[src/assert_macros.svh]
// Assertion helpers used by the scheduler core
`ifndef ASSERT_MACROS_SVH
`define ASSERT_MACROS_SVH

// Clocked check, disabled while reset is held
`define RGES_ASSERT(lbl, prop, msg) \
  lbl: assert property (@(posedge clk) disable iff (!rst_n) prop) else $error(msg);

// Clocked check that also holds during reset
`define RGES_ASSERT_ALWAYS(lbl, prop, msg) \
  lbl: assert property (@(posedge clk) prop) else $error(msg);

`endif

[src/rges_pkg.sv]
// ----------------------------------------------------------------------------
// rges_pkg
// Types, constants and helpers of the random gap event scheduler.
// ----------------------------------------------------------------------------
`default_nettype none
package rges_pkg;

  localparam int unsigned MAX_BURST_DEF  = 16;
  localparam int unsigned KIND_COUNT_DEF = 5;
  localparam logic [31:0] DEFAULT_SEED   = 32'h1FEF1E5F;
  localparam int unsigned CFG_IDX_W      = 3;
  localparam int unsigned CFG_DATA_W     = 32;

  // register indexes
  localparam logic [CFG_IDX_W-1:0] REG_SEED      = 3'd0;
  localparam logic [CFG_IDX_W-1:0] REG_EPOCH     = 3'd1;
  localparam logic [CFG_IDX_W-1:0] REG_MEMBERS   = 3'd2;
  localparam logic [CFG_IDX_W-1:0] REG_TEXTS     = 3'd3;
  localparam logic [CFG_IDX_W-1:0] REG_SIG_MIN   = 3'd4;
  localparam logic [CFG_IDX_W-1:0] REG_SIG_MAX   = 3'd5;
  localparam logic [CFG_IDX_W-1:0] REG_POKE_MIN  = 3'd6;
  localparam logic [CFG_IDX_W-1:0] REG_POKE_MAX  = 3'd7;

  localparam logic OP_RESTART = 1'b0;
  localparam logic OP_TICK    = 1'b1;

  typedef struct packed {
    logic        op;
    logic [31:0] now_time;
    logic [4:0]  max_events;
  } rges_in_t;

  typedef struct packed {
    logic        event_kind_flag;
    logic [31:0] event_time;
    logic [7:0]  member_index;
    logic [2:0]  feed_kind;
    logic [7:0]  text_index;
    logic        last_event;
  } rges_out_t;

  // which random draw is in flight
  typedef enum logic [2:0] {
    DRAW_SIG_INIT  = 3'd0,
    DRAW_POKE_INIT = 3'd1,
    DRAW_MEMBER    = 3'd2,
    DRAW_KIND      = 3'd3,
    DRAW_TEXT      = 3'd4,
    DRAW_SIG_GAP   = 3'd5,
    DRAW_POKE_GAP  = 3'd6
  } rges_draw_t;

  typedef struct packed {
    logic       latch_in;
    logic       load_seed;
    logic       sel_latch;
    logic       gen_step;
    logic       div_start;
    logic       wb;
    logic       emit;
    rges_draw_t draw;
  } rges_cmd_t;

  typedef struct packed {
    logic op;
    logic go;
    logic more;
    logic sig_sel;
    logic div_done;
  } rges_status_t;

  // one xorshift32 step
  function automatic logic [31:0] xs32(input logic [31:0] x);
    logic [31:0] a;
    logic [31:0] b;
    a = x ^ (x << 13);
    b = a ^ (a >> 17);
    return b ^ (b << 5);
  endfunction

endpackage
`default_nettype wire

[src/random_gap_event_scheduler_core.sv]
// A restart makes 2 draws and gives no result. A tick makes its draws on
// the serial modulo unit: a signal event takes 4 draws (member, kind, text,
// gap), a poke 2 (member, gap). One item at a time; no input is taken while
// a result waits. Synchronous active-low reset restores register defaults,
// the default generator seed and zero deadlines.
`default_nettype none
module random_gap_event_scheduler_core #(
  parameter int unsigned MAX_BURST  = rges_pkg::MAX_BURST_DEF,
  parameter int unsigned KIND_COUNT = rges_pkg::KIND_COUNT_DEF
) (
  input  wire logic                            clk,
  input  wire logic                            rst_n,
  input  wire logic                            in_valid,
  output logic                                 in_stall,
  input  wire rges_pkg::rges_in_t              in_data,
  output logic                                 out_valid,
  input  wire logic                            out_stall,
  output rges_pkg::rges_out_t                  out_data,
  input  wire logic                            cfg_we,
  input  wire logic [rges_pkg::CFG_IDX_W-1:0]  cfg_index,
  input  wire logic [rges_pkg::CFG_DATA_W-1:0] cfg_data
);
  import rges_pkg::*;
`include "assert_macros.svh"

  rges_cmd_t    cmd;
  rges_status_t status;

  rges_ctrl u_ctrl (
    .clk       (clk),
    .rst_n     (rst_n),
    .in_valid  (in_valid),
    .in_stall  (in_stall),
    .out_valid (out_valid),
    .out_stall (out_stall),
    .status    (status),
    .cmd       (cmd)
  );

  rges_datapath #(.MAX_BURST(MAX_BURST), .KIND_COUNT(KIND_COUNT)) u_dp (
    .clk       (clk),
    .rst_n     (rst_n),
    .in_data   (in_data),
    .out_data  (out_data),
    .cfg_we    (cfg_we),
    .cfg_index (cfg_index),
    .cfg_data  (cfg_data),
    .cmd       (cmd),
    .status    (status)
  );

  // checks
  `RGES_ASSERT(a_no_take_while_pending, out_valid |-> in_stall, "input taken with result pending")
  `RGES_ASSERT(a_emit_shows_beat, cmd.emit |=> out_valid, "loaded result not shown")
  `RGES_ASSERT(a_draw_after_gen, cmd.gen_step |=> cmd.div_start, "draw did not start modulo")
endmodule
`default_nettype wire

[src/rges_mod_unit.sv]
// ----------------------------------------------------------------------------
// rges_mod_unit
// Serial restoring modulo unit, one quotient bit per cycle.
// ----------------------------------------------------------------------------
`default_nettype none
module rges_mod_unit #(
  parameter int unsigned W = 32
) (
  input  wire logic         clk,
  input  wire logic         rst_n,
  input  wire logic         start,
  input  wire logic [W-1:0] dividend,
  input  wire logic [W-1:0] divisor,
  output logic              done,
  output logic [W-1:0]      rem
);
  localparam int unsigned CW = $clog2(W);

  logic          busy_r, busy_nxt;
  logic [CW-1:0] cnt_r, cnt_nxt;
  logic [W-1:0]  rem_r, rem_nxt;
  logic [W-1:0]  num_r, num_nxt;
  logic [W-1:0]  den_r, den_nxt;
  logic          done_r, done_nxt;
  logic [W:0]    sh;

  // shift in the next dividend bit, subtract when it fits
  always_comb begin
    busy_nxt = busy_r;
    cnt_nxt  = cnt_r;
    rem_nxt  = rem_r;
    num_nxt  = num_r;
    den_nxt  = den_r;
    done_nxt = 1'b0;
    sh       = {rem_r, num_r[W-1]};
    if (start) begin
      busy_nxt = 1'b1;
      cnt_nxt  = CW'(W - 1);
      rem_nxt  = '0;
      num_nxt  = dividend;
      den_nxt  = divisor;
    end else if (busy_r) begin
      num_nxt = num_r << 1;
      if (sh >= {1'b0, den_r}) rem_nxt = W'(sh - {1'b0, den_r});
      else rem_nxt = sh[W-1:0];
      if (cnt_r == '0) begin
        busy_nxt = 1'b0;
        done_nxt = 1'b1;
      end else begin
        cnt_nxt = cnt_r - 1'b1;
      end
    end
  end

  always_ff @(posedge clk) begin
    if (!rst_n) begin
      busy_r <= 1'b0;
      done_r <= 1'b0;
    end else begin
      busy_r <= busy_nxt;
      done_r <= done_nxt;
    end
    cnt_r <= cnt_nxt;
    rem_r <= rem_nxt;
    num_r <= num_nxt;
    den_r <= den_nxt;
  end

  assign done = done_r;
  assign rem  = rem_r;
endmodule
`default_nettype wire

[src/rges_ctrl.sv]
// ----------------------------------------------------------------------------
// rges_ctrl
// Sequencer: restart, per-event draws, result hand-off.
// ----------------------------------------------------------------------------
`default_nettype none
module rges_ctrl (
  input  wire logic                  clk,
  input  wire logic                  rst_n,
  input  wire logic                  in_valid,
  output logic                       in_stall,
  output logic                       out_valid,
  input  wire logic                  out_stall,
  input  wire rges_pkg::rges_status_t status,
  output rges_pkg::rges_cmd_t        cmd
);
  import rges_pkg::*;

  typedef enum logic [7:0] {
    ST_IDLE   = 8'b0000_0001,
    ST_SEED   = 8'b0000_0010,
    ST_CHECK  = 8'b0000_0100,
    ST_GEN    = 8'b0000_1000,
    ST_START  = 8'b0001_0000,
    ST_WAIT   = 8'b0010_0000,
    ST_DECIDE = 8'b0100_0000,
    ST_EMIT   = 8'b1000_0000
  } state_t;

  state_t     state_r, state_nxt;
  rges_draw_t draw_r, draw_nxt;

  // next state and commands
  always_comb begin
    state_nxt = state_r;
    draw_nxt  = draw_r;
    cmd       = '0;
    cmd.draw  = draw_r;
    unique case (state_r)
      ST_IDLE: begin
        if (in_valid) begin
          cmd.latch_in = 1'b1;
          state_nxt    = ST_CHECK;
        end
      end
      ST_SEED: begin
        cmd.load_seed = 1'b1;
        draw_nxt      = DRAW_SIG_INIT;
        state_nxt     = ST_GEN;
      end
      ST_CHECK: begin
        if (status.op == OP_RESTART) begin
          state_nxt = ST_SEED;
        end else if (status.go) begin
          cmd.sel_latch = 1'b1;
          draw_nxt      = DRAW_MEMBER;
          state_nxt     = ST_GEN;
        end else begin
          state_nxt = ST_IDLE;
        end
      end
      ST_GEN: begin
        cmd.gen_step = 1'b1;
        state_nxt    = ST_START;
      end
      ST_START: begin
        cmd.div_start = 1'b1;
        state_nxt     = ST_WAIT;
      end
      ST_WAIT: begin
        if (status.div_done) begin
          cmd.wb    = 1'b1;
          state_nxt = ST_GEN;
          case (draw_r)
            DRAW_SIG_INIT:  draw_nxt = DRAW_POKE_INIT;
            DRAW_POKE_INIT: state_nxt = ST_IDLE;
            DRAW_MEMBER:    draw_nxt = status.sig_sel ? DRAW_KIND : DRAW_POKE_GAP;
            DRAW_KIND:      draw_nxt = DRAW_TEXT;
            DRAW_TEXT:      draw_nxt = DRAW_SIG_GAP;
            default:        state_nxt = ST_DECIDE;
          endcase
        end
      end
      ST_DECIDE: begin
        cmd.emit  = 1'b1;
        state_nxt = ST_EMIT;
      end
      ST_EMIT: begin
        if (!out_stall) state_nxt = status.more ? ST_CHECK : ST_IDLE;
      end
      default: state_nxt = ST_IDLE;
    endcase
  end

  always_ff @(posedge clk) begin
    if (!rst_n) begin
      state_r <= ST_IDLE;
      draw_r  <= DRAW_SIG_INIT;
    end else begin
      state_r <= state_nxt;
      draw_r  <= draw_nxt;
    end
  end

  assign in_stall  = (state_r != ST_IDLE);
  assign out_valid = (state_r == ST_EMIT);
endmodule
`default_nettype wire

[src/rges_datapath.sv]
// ----------------------------------------------------------------------------
// rges_datapath
// Config registers, generator, deadlines, modulo unit and result register.
// ----------------------------------------------------------------------------
`default_nettype none
module rges_datapath #(
  parameter int unsigned MAX_BURST  = rges_pkg::MAX_BURST_DEF,
  parameter int unsigned KIND_COUNT = rges_pkg::KIND_COUNT_DEF
) (
  input  wire logic                                clk,
  input  wire logic                                rst_n,
  input  wire rges_pkg::rges_in_t                  in_data,
  output rges_pkg::rges_out_t                      out_data,
  input  wire logic                                cfg_we,
  input  wire logic [rges_pkg::CFG_IDX_W-1:0]      cfg_index,
  input  wire logic [rges_pkg::CFG_DATA_W-1:0]     cfg_data,
  input  wire rges_pkg::rges_cmd_t                 cmd,
  output rges_pkg::rges_status_t                   status
);
  import rges_pkg::*;

  localparam int unsigned CNT_W = $clog2(MAX_BURST + 1);

  logic [31:0] seed_r, epoch_r;
  logic [7:0]  members_r, texts_r;
  logic [23:0] sig_min_r, sig_max_r, poke_min_r, poke_max_r;
  logic [31:0] gen_r, sig_dl_r, poke_dl_r;
  logic        op_r, sel_r;
  logic [31:0] now_r, time_r;
  logic [CNT_W-1:0] limit_r, count_r;
  logic [7:0]  member_r, text_r;
  logic [2:0]  kind_r;
  rges_out_t   out_r;

  logic [31:0] lim_wide;
  logic [23:0] lo, hi;
  logic [31:0] span, divisor, rem, gap;
  logic        div_done;
  logic        sig_first, due;
  logic [31:0] due_dl;

  // configuration writes
  always_ff @(posedge clk) begin
    if (!rst_n) begin
      seed_r     <= '0;
      epoch_r    <= '0;
      members_r  <= 8'd1;
      texts_r    <= 8'd8;
      sig_min_r  <= 24'd1000;
      sig_max_r  <= 24'd5000;
      poke_min_r <= 24'd3000;
      poke_max_r <= 24'd9000;
    end else if (cfg_we) begin
      unique case (cfg_index)
        REG_SEED:     seed_r     <= cfg_data;
        REG_EPOCH:    epoch_r    <= cfg_data;
        REG_MEMBERS:  members_r  <= cfg_data[7:0];
        REG_TEXTS:    texts_r    <= cfg_data[7:0];
        REG_SIG_MIN:  sig_min_r  <= cfg_data[23:0];
        REG_SIG_MAX:  sig_max_r  <= cfg_data[23:0];
        REG_POKE_MIN: poke_min_r <= cfg_data[23:0];
        REG_POKE_MAX: poke_max_r <= cfg_data[23:0];
        default: ;
      endcase
    end
  end

  // effective event cap
  always_comb begin
    lim_wide = (32'(in_data.max_events) > 32'(MAX_BURST)) ? 32'(MAX_BURST)
                                                          : 32'(in_data.max_events);
    if (members_r == '0) lim_wide = '0;
  end

  // divisor selection per draw
  always_comb begin
    lo = sig_min_r;
    hi = sig_max_r;
    if (cmd.draw == DRAW_POKE_INIT || cmd.draw == DRAW_POKE_GAP) begin
      lo = poke_min_r;
      hi = poke_max_r;
    end
    span = (hi < lo) ? 32'd1 : 32'(hi - lo) + 32'd1;
    case (cmd.draw)
      DRAW_MEMBER: divisor = 32'(members_r);
      DRAW_KIND:   divisor = 32'(KIND_COUNT);
      DRAW_TEXT:   divisor = (texts_r == '0) ? 32'd1 : 32'(texts_r);
      default:     divisor = span;
    endcase
    gap = 32'(lo) + rem;
  end

  rges_mod_unit #(.W(32)) u_mod (
    .clk      (clk),
    .rst_n    (rst_n),
    .start    (cmd.div_start),
    .dividend (gen_r),
    .divisor  (divisor),
    .done     (div_done),
    .rem      (rem)
  );

  // wrap-safe ordering and due test
  always_comb begin
    sig_first = ~(poke_dl_r - sig_dl_r) >> 31 != 32'd0;
    due_dl    = sig_first ? sig_dl_r : poke_dl_r;
    due       = ((now_r - due_dl) & 32'h8000_0000) == 32'd0;
    status.op       = op_r;
    status.go       = (count_r < limit_r) && due;
    status.more     = (32'(count_r) < 32'(limit_r)) && due;
    status.sig_sel  = sel_r;
    status.div_done = div_done;
  end

  // generator, deadlines and event fields
  always_ff @(posedge clk) begin
    if (!rst_n) begin
      gen_r     <= DEFAULT_SEED;
      sig_dl_r  <= '0;
      poke_dl_r <= '0;
      op_r      <= OP_TICK;
      count_r   <= '0;
      limit_r   <= '0;
    end else begin
      if (cmd.latch_in) begin
        op_r    <= in_data.op;
        limit_r <= lim_wide[CNT_W-1:0];
        count_r <= '0;
      end
      if (cmd.load_seed) gen_r <= (seed_r != '0) ? seed_r : DEFAULT_SEED;
      else if (cmd.gen_step) gen_r <= xs32(gen_r);
      if (cmd.wb) begin
        case (cmd.draw)
          DRAW_SIG_INIT:  sig_dl_r  <= epoch_r + gap;
          DRAW_POKE_INIT: poke_dl_r <= epoch_r + gap;
          DRAW_SIG_GAP:   sig_dl_r  <= sig_dl_r + gap;
          DRAW_POKE_GAP:  poke_dl_r <= poke_dl_r + gap;
          default: ;
        endcase
      end
      if (cmd.emit) count_r <= count_r + 1'b1;
    end
  end

  always_ff @(posedge clk) begin
    if (cmd.latch_in) now_r <= in_data.now_time;
    if (cmd.sel_latch) begin
      sel_r  <= sig_first;
      time_r <= due_dl;
    end
    if (cmd.wb) begin
      case (cmd.draw)
        DRAW_MEMBER: member_r <= rem[7:0];
        DRAW_KIND:   kind_r   <= rem[2:0];
        DRAW_TEXT:   text_r   <= (texts_r == '0) ? 8'd0 : rem[7:0];
        default: ;
      endcase
    end
    // result register; deadlines are final here, count not yet bumped
    if (cmd.emit) begin
      out_r.event_kind_flag <= ~sel_r;
      out_r.event_time      <= time_r;
      out_r.member_index    <= member_r;
      out_r.feed_kind       <= sel_r ? kind_r : 3'd0;
      out_r.text_index      <= sel_r ? text_r : 8'd0;
      out_r.last_event      <= !((32'(count_r) + 32'd1 < 32'(limit_r)) && due);
    end
  end

  assign out_data = out_r;
endmodule
`default_nettype wire
[config.mk]
export PLATFORM = sky130hd
export DESIGN_NAME = random_gap_event_scheduler_core
export DESIGN_NICKNAME = d
export VERILOG_FILES = /design/src/rges_pkg.sv /design/src/random_gap_event_scheduler_core.sv /design/src/rges_mod_unit.sv /design/src/rges_ctrl.sv /design/src/rges_datapath.sv
export VERILOG_INCLUDE_DIRS = /design/src /design/src/src
export SDC_FILE = /design/constraint.sdc
export NUM_CORES = 2
export LEC_CHECK = 0
export BUFFER_PORTS_ARGS = -buffer_cell sky130_fd_sc_hd__buf_2
export CAP_MARGIN = 40
export CORE_MARGIN = 2
export CORE_UTILIZATION = 60
export CTS_BUF_LIST = sky130_fd_sc_hd__clkbuf_2
export DETAILED_ROUTE_END_ITERATION = 12
export GPL_TIMING_DRIVEN = 0
export MAX_ROUTING_LAYER = met4
export PLACE_DENSITY = 0.77
export SLEW_MARGIN = 20
export SYNTH_ARGS = -nofsm -noshare
export SYNTH_HDL_FRONTEND = slang
export SYNTH_SLANG_ARGS = --single-unit
export TNS_END_PERCENT = 1
[constraint.sdc]
create_clock -name clk -period 10.3 [get_ports clk]
set_input_delay 1.03 -clock clk [delete_from_list [all_inputs] [get_ports clk]]
set_output_delay 1.03 -clock clk [all_outputs]
set_load 0.02 [all_outputs]
# After elaboration in Yosys (flattened, before gate mapping)
# Cells that the tools add are included.
[word_totals]
regBits = 534
output_inout_bits = 55
[classes]
add_sub_neg = 12
n_lt_le_gt_ge = 6
eq_ne = 28
n_mux = 47
n_bitwise = 8
n_reduce_logical = 36
[op_table]
columns = ["cell", "n"]
rows = [
  ["$mux 32", 8],
  ["$pmux 32 s2", 2],
  ["$add 32x32->32", 3],
  ["$pmux 32 s3", 1],
  ["$sub 32x32->32", 3],
  ["$pmux 8 s8", 1],
  ["$xor 32x32->32", 2],
  ["$mux 24", 2],
  ["$ge 33x32->1", 1],
  ["$add 24x32->32", 1],
  ["$add 32x1->32 const B", 1],
  ["$logic_not 32->1", 1],
  ["$lt 32x5->1", 1],
  ["$mux 8", 4],
  ["$not 32->32", 1],
  ["$reduce_bool 32->1", 1],
  ["$xor 32x15->32", 1],
  ["$reduce_and 2->1", 14],
  ["$sub 24x24->25", 1],
  ["$lt 24x24->1", 1],
  ["$eq 3x3->1 const B", 7],
  ["$mux 5", 4],
  ["$logic_not 8->1", 2],
  ["$mux 1", 15],
  ["36 further kinds", 59],
]

# Depth between registers and ports, before layout
[depth]
word_depth = 9
mapped_depth = 32
ltp_nobuf = 30

# By module
# A second synthesis with hierarchy kept.
[unflattened]
hier_cells = 3836
hier_area_um2 = 33888.8
[modules_own_cells]
columns = ["mod", "instances", "cells_each", "area_each_um2", "seq_area_each_um2"]
rows = [
  ["rges_datapath", 1, 3166, 27237.4, 9779.4],
  ["rges_mod_unit", 1, 585, 5914.4, 2702.6],
  ["rges_ctrl", 1, 85, 737.0, 220.2],
]

# Least setup slack after synthesis
# OpenSTA, ideal clock, no wires.
[synth_path]
path_kind = "reg2reg"
from = "reg u_ctrl.draw_r[0]"
to = "reg u_dp.sig_dl_r[31]"
setup_ns = 0.119
arrival_time_ns = 6.362
required_time_ns = 10.181
slack_ns = 3.819
path_stages_with_launch = 31
cell_sequence = "dfxtp_1 clkbuf_1 nor3b_1 nor2_1 clkbuf_1 clkbuf_1 mux2i_1 inv_1 ha_1 a2111oi_1 o21ai_1 nand3_1 o311ai_1 nand3_1 a21oi_1 a41o_1 o41ai_1 xnor2_1 ha_1 clkbuf_1 a21o_1 a21o_1 a21o_1 a2111oi_0 nand3_1 nand2_1 o21ai_0 o31ai_1 xnor2_1 o21ai_0 o221a_2"
[synth_between]
elab_chain_cells = 6
elab_cells_between_ends = 12
classes_between = "add/sub: 3; eq/ne: 3; mux: 2; reduce/logical: 4"
[synth_rtl]
columns = ["element", "line_no", "text"]
rows = [
  ["from (decl)", "rges_ctrl.sv:30", "rges_draw_t draw_r, draw_nxt;"],
  ["from (signal assigned)", "rges_ctrl.sv:100", "draw_r <= draw_nxt;"],
  ["$eq 3x1->1 or $eq 3x3->1 (tied branches)", "rges_datapath.sv:79", "if (cmd.draw == DRAW_POKE_INIT || cmd.draw == DRAW_POKE_GAP) begin"],
  ["$logic_or 1x1->1", "rges_datapath.sv:79", ""],
  ["$mux 24", "rges_datapath.sv:79", ""],
  ["$add 24x32->32", "rges_datapath.sv:90", "gap = 32'(lo) + rem;"],
  ["$add 32x32->32, on equally long branches", "rges_datapath.sv:136, rges_datapath.sv:134", ""],
  ["$pmux 32 s2", "rges_datapath.sv:133", "case (cmd.draw)"],
  ["to (signal assigned)", "rges_datapath.sv:134", "DRAW_SIG_INIT: sig_dl_r <= epoch_r + gap;"],
  ["to (signal assigned)", "rges_datapath.sv:136", "DRAW_SIG_GAP: sig_dl_r <= sig_dl_r + gap;"],
  ["to (decl)", "rges_datapath.sv:27", "logic [31:0] gen_r, sig_dl_r, poke_dl_r;"],
]
# Parallel ways exist; a longest one is shown, timed or not.
# A chain may end at the register's enable or synchronous reset.

# Final worst setup path
# Same ends and word-level chain as after synthesis.

==> results_dict.tcl <==
set metrics [dict create \
    status "complete, no violations" \
    finish.utilization_pct 67.9 \
    tritoncts "built" \
    synth_flop_cell "dfxtp_1" \
    p_per_area_nw_per_um2 133 \
    finalCriticalPeriod_ns 8.75 \
    critical_path.startpoint "u_ctrl.draw_r[0]" \
    dp_slack_ns 1.86 \
    hold_class "in -> reg" \
    dp.final_hpwl_microns 77400 \
    track_usage_pct 37.6 \
    final_nets 4428 \
    synthToLayoutAreaGrowth_pct 11.4 \
    r2r_slack_ns 1.55 \
    die_h_microns 235 \
    internal-power_w 0.00321 \
    synth_top_area_share_pct 20.8 \
    startpoint_type "flip-flop" \
    drv_slew 0 \
    required_ns 11.53 \
    port_buffers 122 \
    cts.path.max_buffers 3 \
    cts_resized 0 \
    clock.fmax_mhz 114 \
    worstReg2RegStart "u_ctrl.draw_r[0]" \
    setup_slack_ns 1.55 \
    die_area_sq_um 55400 \
    drive_above_1_share_pct 11.4 \
    ys_types 106 \
    rsz0062_at_grt "no" \
    path_class "reg -> reg" \
    cpMostUsedCell "clkbuf_1" \
    pwr-share-comb_pct 19.6 \
    hp-start "cfg_data[2]" \
    gp_congestion 1.02 \
    ios 133 \
    p_seq_share_pct 48.0 \
    synthTopCellsByArea "dfxtp_1 21%, edfxtp_1 19%, ha_1 9.5%" \
    timing.hold.ws_ns 0.105 \
    rows 84 \
    critPathCaptureType "flip-flop" \
    initial_core_util_pct 60.9 \
    viasPerCell 6.05 \
    period_share_pct 84.9 \
    core_area_sq_um 52800 \
    synthTopCellsByCount "657 x nand2_1, 397 x a21oi_1, 333 x dfxtp_1, 269 x nor2_1, 244 x ha_1" \
    worst_pin_slew_ns 0.919 \
    finalSetupViolations 0 \
    hold_violations 0 \
    ant_nets 0 \
    p_clk_share_pct 32.4 \
    route.vias.total 29600 \
    max_cap_violations 0 \
    clk_latency_ns 1.38 \
    cts_made_buffers 140 \
    drtPass1Iterations 8 \
    relSlewSlack_pct 38.3 \
    drtIter0Drc 3136 \
    yosysTopAreaCell "dfxtp_1" \
    cts-root-buf "clkbuf_2" \
    post_drt_wl_per_cell_microns 21.1 \
    post-route-drc-count 0 \
    grt_max_degree 56 \
    power_switching_share_pct 32.8 \
    p_switching_w 0.00157 \
    vdd_drop_max_uv 106 \
    cpMaxStageDelayCell "nor2_1" \
    finalClockSkew_ns 0.0963 \
    path_clk_slew_ns 0.11 \
    cp_max_fo 10 \
    grt-ovfl-total 0 \
    async_reset_ff_share_pct 0 \
    syn_area_per_cell_sq_um 8.57 \
    synth_edf_count 201 \
    grt_first_pass_wirelength_microns 156000 \
    antenna_found_initial 2 \
    dieWidth_microns 235 \
    yosysSeqAreaShare_pct 39.5 \
    ys_seq_elements 534 \
    leakagePower_nw 15.4 \
    yosys_warnings 0 \
    mappedNetlistArea_sq_um 32100 \
    wirelength_microns 103000 \
    syn_nets 4078 \
    critical_path_arrival_ns 9.98 \
    grt_pass1_vias 27500 \
    clock-sinks 534 \
    fin_tns_setup_ns 0 \
    yosysMostFrequentCell "nand2_1" \
    synthCells 3750 \
    htree_levels 4 \
    cpPeakStageDelay_ns 0.72 \
    p_total_w 0.00478 \
]
## through the flow
stage / area [sq um] / cells
after floorplan: 32100 / 3750
after global placement: 33600 / 4560
after detailed placement: 33800 / 4576
after CTS: 35800 / 4884
after global routing: 35800 / 4888
final: 35800 / 4889
## registers in the layout, indices dropped and copies added, names as in the netlist, 8 cells and up
signal            cells
u_dp.out_data        53
u_dp.sig_max_r       24
u_dp.now_r           32
u_dp.seed_r          32
u_dp.u_mod.num_r     32
u_dp.u_mod.rem       32
u_dp.gen_r           32
u_dp.members_r        8
u_dp.text_r           8
u_dp.sig_min_r       24
u_dp.poke_min_r      24
u_ctrl.state_r        8
u_dp.poke_dl_r       32
u_dp.member_r         8
u_dp.poke_max_r      24
u_dp.u_mod.den_r     32
u_dp.texts_r          8
u_dp.epoch_r         32
u_dp.sig_dl_r        32
u_dp.time_r          32
## path summary, 6_finish.rpt
| kind | end | cells after the start |
|---|---|---|
| min reg2reg | u_dp.out_data[35] | 0 |
| min | u_dp.sig_max_r[2] | 3 |
| max reg2reg | u_dp.sig_dl_r[31] | 30 |
| max | u_dp.sig_dl_r[31] | 30 |
## critical path: cells and delay by family, from the launching register on
| family | cells | cell delay (ns) |
|---|---|---|
| AOI/OAI and AO/OA | 14 | 3.28 |
| buffers and inverters | 5 | 1.81 |
| and+or+nand+nor | 6 | 1.46 |
| adders and majority gates | 2 | 0.71 |
| xor gates and xnor gates | 2 | 0.57 |
| muxes | 1 | 0.47 |
| DFF | 1 | 0.35 |
## timing repair
item / 4_1_cts / 5_1_grt
setup buffers: 0 / 0
hold buffers: 67 / 0
hold endpoints to repair: 152 / 0
## logic make-up after synthesis
group	after synthesis	share of synthesized area [%]
compound gates	978	18.9
mux	66	2.21
xor+xnor	256	7.00
fa+ha+maj	250	9.88
flops	534	39.5
simple gates	1323	18.3
buf+inv	343	4.17
## power groups by stage
stage          sequential, W  combinational, W  clock [W]
3_3_place_gp         0.00234          0.000872          0
3_5_place_dp         0.00234          0.000884          0
5_1_grt              0.00230           0.00101    0.00166
6_report             0.00229          0.000934    0.00155
4_1_cts              0.00229          0.000908    0.00156
2_1_floorplan        0.00232          0.000636          0
## final cells by class
type	count	area, sq um
Multi-Input combinational cell	2873	18100
Inverter	174	656
Clock buffer	205	1030
Clock inverter	36	269
Timing Repair Buffer	208	1500
Buffer	169	689
Sequential cell	534	12700
Antenna cell	2	5.00
Fill cell	4413	17000
Tap cell	688	861
## placed cells by master (no fill, tap or decap), drive strengths merged, types with 156 or more instances in the layout
cell    Yosys  layout
nand2     657     657
a21oi     402     402
clkbuf    152     358
dfxtp     333     333
nor2      270     270
ha        244     244
edfxtp    201     201
o21ai     189     189
inv       174     179
xnor2     165     165
buf        16     156
## routing by layer
metal / track usage [%] / wire [microns] / vias up
li1: - / - / 14000
met1: 48.3 / 42800 / 13800
met2: 57.7 / 46000 / 1496
met3: 7.43 / 10300 / 287
met4: 16.5 / 4200 / 0
met5: - / 0 / -
Note: power is estimated with default switching activity, not from simulation.
